===== src/hw/rtl/lpht_pkg.sv =====
// Package for the linear-probing hash table: operation and status codes,
// hash constants. Used by top level, lpht_hash, checker and testbench.
package lpht_pkg;

  localparam logic [63:0] FNV_BASIS = 64'hcbf29ce484222325;
  localparam logic [63:0] FNV_PRIME = 64'h00000100000001b3;

  typedef enum logic [1:0] {
    KIND_INSERT = 2'd0,
    KIND_LOOKUP = 2'd1,
    KIND_REMOVE = 2'd2,
    KIND_NONE   = 2'd3
  } kind_t;

  typedef enum logic [1:0] {
    ST_OK    = 2'd0,
    ST_DUP   = 2'd1,
    ST_MISS  = 2'd2,
    ST_FULL  = 2'd3
  } status_t;

endpackage


===== src/hw/rtl/lpht_hash.sv =====
// Byte-serial FNV-1a hash unit, a byte at a time (xor and 32-bit
// partial products, then fold). Latches key and length at start. Uses lpht_pkg.
module lpht_hash #(
  parameter int SLOT_BITS = 8
) (
  input  logic                 clk,
  input  logic                 rst_n,
  input  logic                 start,
  input  logic [63:0]          key,
  input  logic [3:0]           len,
  output logic                 done,
  output logic [SLOT_BITS-1:0] slot
);
  import lpht_pkg::*;

  logic [63:0] h_r, h_nxt;
  logic [63:0] key_r, key_nxt;
  logic [3:0]  len_r, len_nxt;
  logic [3:0]  cnt_r, cnt_nxt;
  logic        ph_r, ph_nxt;
  logic        busy_r, busy_nxt;
  logic        done_r, done_nxt;
  logic [40:0] lo_r, lo_nxt;
  logic [31:0] hi_r, hi_nxt;
  logic [7:0]  byte_w;
  logic [63:0] x_w;

  // prime = 2^40 + 0x1b3: product = x*0x1b3 + (x << 40)
  assign byte_w = key_r[{cnt_r[2:0], 3'b000} +: 8];
  assign x_w    = h_r ^ {56'd0, byte_w};

  always_comb begin
    h_nxt    = h_r;
    key_nxt  = key_r;
    len_nxt  = len_r;
    cnt_nxt  = cnt_r;
    ph_nxt   = ph_r;
    busy_nxt = busy_r;
    done_nxt = 1'b0;
    lo_nxt   = lo_r;
    hi_nxt   = hi_r;
    if (start) begin
      h_nxt    = FNV_BASIS;
      key_nxt  = key;
      len_nxt  = len;
      cnt_nxt  = '0;
      ph_nxt   = 1'b0;
      busy_nxt = 1'b1;
    end else if (busy_r) begin
      if (!ph_r) begin
        if (cnt_r == len_r) begin
          busy_nxt = 1'b0;
          done_nxt = 1'b1;
        end else begin
          lo_nxt = x_w[31:0] * 9'h1b3;
          hi_nxt = 32'(x_w[63:32] * 9'h1b3) + {x_w[23:0], 8'd0};
          ph_nxt = 1'b1;
        end
      end else begin
        h_nxt   = {hi_r, 32'd0} + {23'd0, lo_r};
        cnt_nxt = cnt_r + 4'd1;
        ph_nxt  = 1'b0;
      end
    end
  end

  always_ff @(posedge clk) begin
    if (!rst_n) begin
      busy_r <= 1'b0;
      done_r <= 1'b0;
      ph_r   <= 1'b0;
      cnt_r  <= '0;
    end else begin
      busy_r <= busy_nxt;
      done_r <= done_nxt;
      ph_r   <= ph_nxt;
      cnt_r  <= cnt_nxt;
    end
    h_r   <= h_nxt;
    key_r <= key_nxt;
    len_r <= len_nxt;
    lo_r  <= lo_nxt;
    hi_r  <= hi_nxt;
  end

  assign done = done_r;
  assign slot = h_r[SLOT_BITS-1:0];

endmodule


===== config.mk =====
export PLATFORM = sky130hd
export DESIGN_NAME = lpht_hash
export DESIGN_NICKNAME = d
export VERILOG_FILES = /design/src/hw/rtl/lpht_pkg.sv /design/src/hw/rtl/lpht_hash.sv
export SDC_FILE = /design/constraint.sdc
export NUM_CORES = 1
export LEC_CHECK = 0
export BUFFER_PORTS_ARGS = -buffer_cell sky130_fd_sc_hd__buf_2
export CORE_ASPECT_RATIO = 1.4
export CORE_MARGIN = 2
export CORE_UTILIZATION = 40
export CTS_BUF_LIST = sky130_fd_sc_hd__clkbuf_8
export DETAILED_ROUTE_END_ITERATION = 12
export GPL_ROUTABILITY_DRIVEN = 0
export GPL_TIMING_DRIVEN = 0
export HOLD_SLACK_MARGIN = 0.03
export SYNTH_ARGS = -nofsm -noshare
export SYNTH_HDL_FRONTEND = slang
export SYNTH_SLANG_ARGS = --single-unit

===== constraint.sdc =====
create_clock -name clk -period 12.58 [get_ports clk]
set_input_delay 3.774 -clock clk [delete_from_list [all_inputs] [get_ports clk]]
set_output_delay 3.774 -clock clk [all_outputs]
set_load 0.005 [all_outputs]

# Word level (Yosys, flattened, before mapping)

Cells that the tools add are included.
Widths: inputs -> output; s select.

Add/subtract/negate cells: 3
Multipliers: 2
Equality and inequality tests: 1
Shifts and indexed selects: 1
Multiplexer cells: 6
Bitwise gates (word level): 6
Reductions and logical operators: 4

Operators with widths:

| kind                  | number |
|---|---|
| $add 64x41->64        | 1 |
| $shiftx 64x7->8       | 1 |
| $xor 64x8->64         | 1 |
| $mul 32x9->41 const B | 1 |
| $add 32x32->32        | 1 |
| $mul 32x9->32 const B | 1 |
| $mux 1                | 6 |
| $not 1->1             | 5 |
| $add 4x1->4 const B   | 1 |
| $eq 4x4->1            | 1 |
| $reduce_and 4->1      | 1 |
| $reduce_or 4->1       | 1 |
| $reduce_and 2->1      | 1 |
| $reduce_or 2->1       | 1 |

Flip-flop bits (word level): 212
Input port bits: 71
Output and inout bits: 9
Logic and storage cells: 32

# Logic depth before layout (Yosys ltp)

Gate-level depths: netlist of run 1.

Depth in word-level cells: 5
Depth in mapped cells: 14
Depth with buffers taken out: 13

# Worst setup path after synthesis of run 1

No wires, ideal clock.

Path type: input-to-reg
From: input start
To: register lo_r[0], enable pin
Setup time: 0.398 ns
Arrival time: 4.903 ns
Required time: 12.182 ns
Slack: 7.279 ns
Stages on the path: 2
Path buffers: 1
Path through: clkbuf_1 -> nor4b_1

Word-level cells in the longest chain between the ends: 2

Ends and longest elaborated chain:

| element                    | RTL line        | RTL |
|---|---|---|
| start: declaration         | lpht_hash.sv:8  | `input logic start,` |
| $not 1->1 (no line)        | --              |  |
| $reduce_and 4->1 (no line) | --              |  |
| end signal: assignment     | lpht_hash.sv:82 | `lo_r <= lo_nxt;` |
| end: declaration           | lpht_hash.sv:23 | `logic [40:0] lo_r, lo_nxt;` |

Every way passes these cells.
A chain may end at the register's enable or synchronous reset.

# Worst setup path in the final report of run 1

From: input start
To: register lo_r[5], enable pin

Same word-level chain as after synthesis.

==> results of run 1 <==
worst min-delay path by stage:
stage / start / to / slack (ps) / cells after the start
3_3_place_gp: lo_r[0] / h_r[0] / 450 / 2
5_1_grt: lo_r[0] / h_r[0] / 510 / 2
4_1_cts: lo_r[5] / h_r[5] / 470 / 2
2_1_floorplan: lo_r[0] / h_r[0] / 430 / 2
6_report: lo_r[5] / h_r[5] / 470 / 2
3_5_place_dp: lo_r[5] / h_r[5] / 450 / 2
cells in the mapped netlist:
master and instances:
a21o_1 1, mux4_2 10, nand4_1 3, nand2b_1 1
xor2_2 1, xor2_1 4, fa_1 4, edfxtp_1 76
mux2_2 1, xnor2_1 19, mux4_1 3, xnor3_1 1
and2_1 1, inv_1 6, nand3_1 1, dfxtp_1 15
and2b_1 1, nand3b_1 5, nor4_1 1, nor4b_1 1
buf_2 3, a21oi_1 7, nand2_1 22, nor2_1 6
a21boi_0 1, clkbuf_1 3, ha_1 18, buf_6 1
mux2i_1 14
logic make-up (layout without fill, tap and decap cells):
kind of cell,after synthesis,after routing
multiplexers,28,28
buffers and inverters,13,108
AND/OR/NAND/NOR,42,42
flip-flops,91,91
XOR/XNOR,25,25
adder cells (fa/ha/maj),22,22
AO/OA/AOI/OAI,9,9
critical path: cells and delay by family:
family / cells / cell delay [ps]
buffers and inverters: 3 / 970
and+or+nand+nor: 1 / 590
routing by layer:
layer | up-vias | track usage, % | wire length, µm
met5 | - | 0 | 0
met4 | 0 | 7.40 | 173
met3 | 14 | 3.41 | 262
met2 | 50 | 22.9 | 3530
met1 | 1030 | 16.5 | 2780
li1 | 1043 | - | -
flip-flops by register name, indices dropped and copies added (netlist names):
signal	flops
ph_r	1
busy_r	1
lo_r	8
h_r	8
done	1
len_r	4
key_r	64
cnt_r	4
layout make-up:
type	count	area, µm²
timing repair buffer	80	405
tap	110	138
buffer	7	37.5
clock buffer	9	124
fill	836	4830
inverter	6	22.5
sequential	91	2580
multi-input combinational	126	1260
clock inverter	6	57.6
power by group through the flow:
stage / clock (mW) / sequential [mW] / combinational (mW)
after floorplan: 0 / 0.369 / 0.0852
after global placement: 0 / 0.370 / 0.116
after detailed placement: 0 / 0.371 / 0.116
after CTS: 0.192 / 0.364 / 0.118
after global routing: 0.205 / 0.366 / 0.131
final: 0.188 / 0.363 / 0.116
==> flow_metrics.py, run 1 <==
metrics = {
    "run_status": {
        "status": "finished clean",
    },
    "drt": {
        "dr.pass1.iters": 4,
        "drc": 0,
        "num_vias": 2137,
        "wl_mm": 6.75,
        "avgRoutedWirePerCell_um": 15.5,
        "antenna_left": 0,
        "routed_via_density": 4.91,
        "drt_iter0_markers": 83,
    },
    "power": {
        "p_seq_share_pct": 54.5,
        "power_switching_share_pct": 23.5,
        "combPwrFrac_pct": 17.3,
        "power_density_nw_per_um2": 144,
        "internal_power_mw": 0.510,
        "max-vdd-ir-drop_v": 0.000109,
        "total_power_mw": 0.667,
        "clockPowerShare_pct": 28.2,
        "p_sw_mw": 0.157,
        "leakage_nw": 1.76,
    },
    "clock_tree": {
        "cts.clk_slew.worst_paths_ps": 80,
        "cts_buffers": 9,
        "cts_max_path_buffers": 2,
        "cts_setup_buffers": 0,
        "cts_hold_buf": 0,
        "cts_resized": 0,
        "tritoncts": "done",
        "clock_latency_ps": 360,
        "htree_num_levels": 3,
        "ctsRootBufferMaster": "clkbuf_8",
        "clkSinkCount": 91,
    },
    "finish": {
        "drive_gt1_share_pct": 33.5,
        "final_util_pct": 48.9,
        "area_delta_synth_final_pct": 18.8,
        "n_antenna_cell": 0,
        "mostFrequentLayoutCells": "buf_2, edfxtp_1, nand2_1",
        "final_cells": 435,
        "design_area_um2": 4630,
        "nNetsFinal": 414,
        "final_common_cell": "buf_2",
    },
    "sta": {
        "rsz0062_at_grt": "false",
        "period_minus_slack_ps": 5270,
        "hold_viol": 0,
        "fmaxAchievable_mhz": 190,
        "post-route-period-util_pct": 41.9,
        "drv_slew": 0,
        "fin_ws_ps": 7310,
        "slew_headroom_pct": 43.6,
        "clock-skew-final_ps": 12.3,
        "hold_ws_ps": 473,
        "tns_ps": 0,
        "tightest_slew_ps": 846,
        "setup_viol": 0,
    },
    "logic_synthesis": {
        "synth-compound-area-share_pct": 1.28,
        "ys_types": 29,
        "netlist_area_um2": 3890,
        "syn_nets": 323,
        "synth_top_area_cell": "edfxtp_1",
        "yosys.area.top_type_share_pct": 58.6,
        "ys_warn_count": 0,
        "synthTopCellsByArea": "edfxtp_1, dfxtp_1, ha_1",
        "synth-xor-area-share_pct": 6.17,
        "syn-mean-instance-area_um2": 16.9,
        "netlist_instances": 230,
        "yosysSeqAreaShare_pct": 66.3,
        "synth-seq-cells": 91,
        "synth_top_family_by_area": "multiplexers",
        "synth_mux_area_share_pct": 11.7,
        "synthAdderAreaFrac_pct": 7.84,
        "synth-simple-area-share_pct": 5.17,
    },
    "setup_path": {
        "crit_chain": "buf_4 -> clkbuf_1 -> nor4b_2 -> buf_4",
        "timing.rr.start": "cnt_r[1]",
        "worst_r2r_path_depth": 14,
        "crit_start": "start",
        "crit_type": "input port to flip-flop",
        "critPathCapture": "lo_r[5]",
        "arrival_ps": 5350,
        "required_ps": 12660,
        "slowest_stage": "nor4b_2",
        "critPathMaxStageDelay_ps": 590,
        "worst-r2r-setup-slack_ps": 7730,
        "cp-start-kind": "input port",
        "path_common_cell": "buf_4",
        "critPathMaxFanout": 70,
        "crit_path_end_kind": "flip-flop",
        "r2r_end": "lo_r[7]",
    },
    "global_route": {
        "grt_pass1_wl_mm": 10.7,
        "grt_antenna_before_repair": 0,
        "grt_pass1_vias": 2234,
        "grtUsageTotal_pct": 13.9,
        "grt_max_degree": 71,
        "overflow": 0,
    },
    "run": {
        "cap_violations": 0,
    },
    "placement": {
        "place_ws_ps": 6530,
        "dpl-instance-area_um2": 4440,
        "post-place-cells": 420,
        "place.port_buffers": 79,
        "place_hpwl_mm": 4.84,
    },
    "floorplan": {
        "die_x_um": 87.4,
        "ios": 80,
        "initial_core_util_pct": 41.2,
        "coreArea_um2": 9460,
        "die-area_um2": 10600,
        "die_y_um": 121,
        "rows": 42,
    },
    "hold_path": {
        "hp-class": "flip-flop to flip-flop",
    },
}
No activity file was read; power rests on OpenSTA's default activity.
==> run 2: changes to the inputs <==
Clock period 12.58 ns to 4.8 ns, I/O delays scaled along.
==> run 2 against run 1 <==
Against the previous run: sequential share of layout area up 0.11 points; utilization down 0.093 points; hold slack about the same; final area down 0.19%; die area unchanged; wire length down 0.89%; clock skew down 1.9 ps; via count up 0.47%; power rose to 2.6 times the previous value; global-route usage down 0.14 points; first-iteration DRC count up 7.2%; critical endpoint is now lo_r[7]; largest power group unchanged.
==> flow_metrics.py, run 2 (synthesized netlist as in run 1, its figures left out) <==
metrics = {
    "run_status": {
        "status": "finished clean",
    },
    "clock_tree": {
        "clkSinkCount": 91,
        "clock_latency_ps": 360,
        "cts_buffers": 9,
        "cts.clk_slew.worst_paths_ps": 90,
        "tritoncts": "done",
        "cts_resized": 0,
        "cts_setup_buffers": 0,
        "ctsRootBufferMaster": "clkbuf_8",
        "cts_max_path_buffers": 2,
        "htree_num_levels": 3,
        "cts_hold_buf": 0,
    },
    "sta": {
        "fmaxAchievable_mhz": 220,
        "setup_viol": 0,
        "slew_headroom_pct": 43.7,
        "tightest_slew_ps": 845,
        "hold_viol": 0,
        "tns_ps": 0,
        "post-route-period-util_pct": 94.8,
        "clock-skew-final_ps": 10.4,
        "period_minus_slack_ps": 4550,
        "drv_slew": 0,
        "rsz0062_at_grt": "false",
        "hold_ws_ps": 473,
    },
    "placement": {
        "place_hpwl_mm": 4.84,
        "place.port_buffers": 79,
        "post-place-cells": 420,
    },
    "drt": {
        "drt_iter0_markers": 89,
        "dr.pass1.iters": 4,
        "antenna_left": 0,
        "drc": 0,
        "routed_via_density": 4.96,
        "wl_mm": 6.69,
        "num_vias": 2147,
        "avgRoutedWirePerCell_um": 15.4,
    },
    "global_route": {
        "grt_use_met2_pct": 22.7,
        "met3_usage_pct": 3.41,
        "grt_max_degree": 71,
        "grt_antenna_before_repair": 0,
        "busiest_layer": "met2",
        "use_met1_pct": 16.2,
        "grt_pass1_wl_mm": 10.6,
        "grt_pass1_vias": 2225,
        "grtUsageTotal_pct": 13.8,
        "overflow": 0,
    },
    "finish": {
        "largest-register": "key_r",
        "largest_register_ffs": 64,
        "n_antenna_cell": 0,
        "nNetsFinal": 412,
        "final_util_pct": 48.8,
        "drive_gt1_share_pct": 33.4,
        "final_common_cell": "buf_2",
        "largestRegisters": "key_r (64), h_r (8), lo_r (8)",
        "final_cells": 433,
        "area_delta_synth_final_pct": 18.5,
        "mostFrequentLayoutCells": "buf_2, edfxtp_1, nand2_1",
        "n_fill_cell": 836,
    },
    "power": {
        "combPwrFrac_pct": 17.3,
        "power_density_nw_per_um2": 379,
        "clockPowerShare_pct": 28.2,
        "internal_power_mw": 1.34,
        "leakage_nw": 1.76,
        "p_sw_mw": 0.412,
        "p_seq_share_pct": 54.5,
        "power_switching_share_pct": 23.6,
        "max-vdd-ir-drop_v": 0.000287,
        "total_power_mw": 1.75,
    },
    "setup_path": {
        "critPathMaxFanout": 19,
        "worst_r2r_path_depth": 13,
        "crit_start": "cnt_r[0]",
        "worst-r2r-setup-slack_ps": 250,
        "crit_path_end_kind": "flip-flop",
        "r2r_end": "lo_r[7]",
        "arrival_ps": 4660,
        "critPathCapture": "lo_r[7]",
        "crit_type": "flip-flop to flip-flop",
        "cp-start-kind": "flip-flop",
        "timing.rr.start": "cnt_r[0]",
        "required_ps": 4910,
    },
    "floorplan": {
        "die_y_um": 121,
        "coreArea_um2": 9460,
        "die_x_um": 87.4,
        "ios": 80,
        "rows": 42,
        "die-area_um2": 10600,
        "initial_core_util_pct": 41.2,
    },
    "hold_path": {
        "min-delay-start": "lo_r[5]",
        "hp-class": "flip-flop to flip-flop",
    },
    "run": {
        "cap_violations": 0,
    },
}
==> run 2: worst max-delay path: stages, from the launching register on <==
cell and delay [ps]:
dfxtp_1 490, buf_6 290, mux4_1 590, mux2i_1 200
xnor2_1 180, ha_1 270, ha_1 300, ha_1 320
fa_1 510, ha_1 310, a21o_1 180, a21oi_1 180
xnor2_1 160, xnor3_1 320
==> run 2: worst min-delay path by stage <==
stage          endpoint  slack, ps  cells past startpoint
6_report         h_r[5]        470                      2
3_5_place_dp     h_r[5]        450                      2
2_1_floorplan    h_r[0]        430                      2
3_3_place_gp     h_r[0]        450                      2
5_1_grt          h_r[0]        510                      2
4_1_cts          h_r[5]        470                      2
==> run 2: power groups by stage <==
| stage | sequential, mW | combinational, mW | clock [mW] |
|---|---|---|---|
| after floorplan | 0.966 | 0.223 | 0 |
| after global placement | 0.970 | 0.303 | 0 |
| after detailed placement | 0.973 | 0.305 | 0 |
| after CTS | 0.954 | 0.310 | 0.504 |
| after global routing | 0.959 | 0.342 | 0.537 |
| final | 0.953 | 0.303 | 0.494 |
==> run 2: per-stage QoR <==
stage          area (µm²)  setup WS (ps)
6_report             4620            250
5_1_grt              4620          0.189
4_1_cts              4610            179
3_5_place_dp         4440          -87.8
3_3_place_gp         4430           -117
2_1_floorplan        3890            397
==> run 2: cell type report <==
cell class | count | area, µm² | share of cell area (%)
Tap cell | 110 | 138 | 2.98
Timing Repair Buffer | 80 | 405 | 8.78
Buffer | 5 | 28.8 | 0.623
Multi-Input combinational cell | 126 | 1260 | 27.3
Sequential cell | 91 | 2580 | 55.9
Inverter | 6 | 22.5 | 0.488
Clock buffer | 9 | 124 | 2.68
Clock inverter | 6 | 57.6 | 1.25
==> run 2: layer usage <==
metal | vias up | part of all wire [%] | wire length, µm
li1 | 1041 | - | -
met1 | 1039 | 41 | 2760
met2 | 54 | 52 | 3510
met3 | 13 | 3.9 | 260
met4 | 0 | 2.4 | 162
met5 | - | 0 | 0
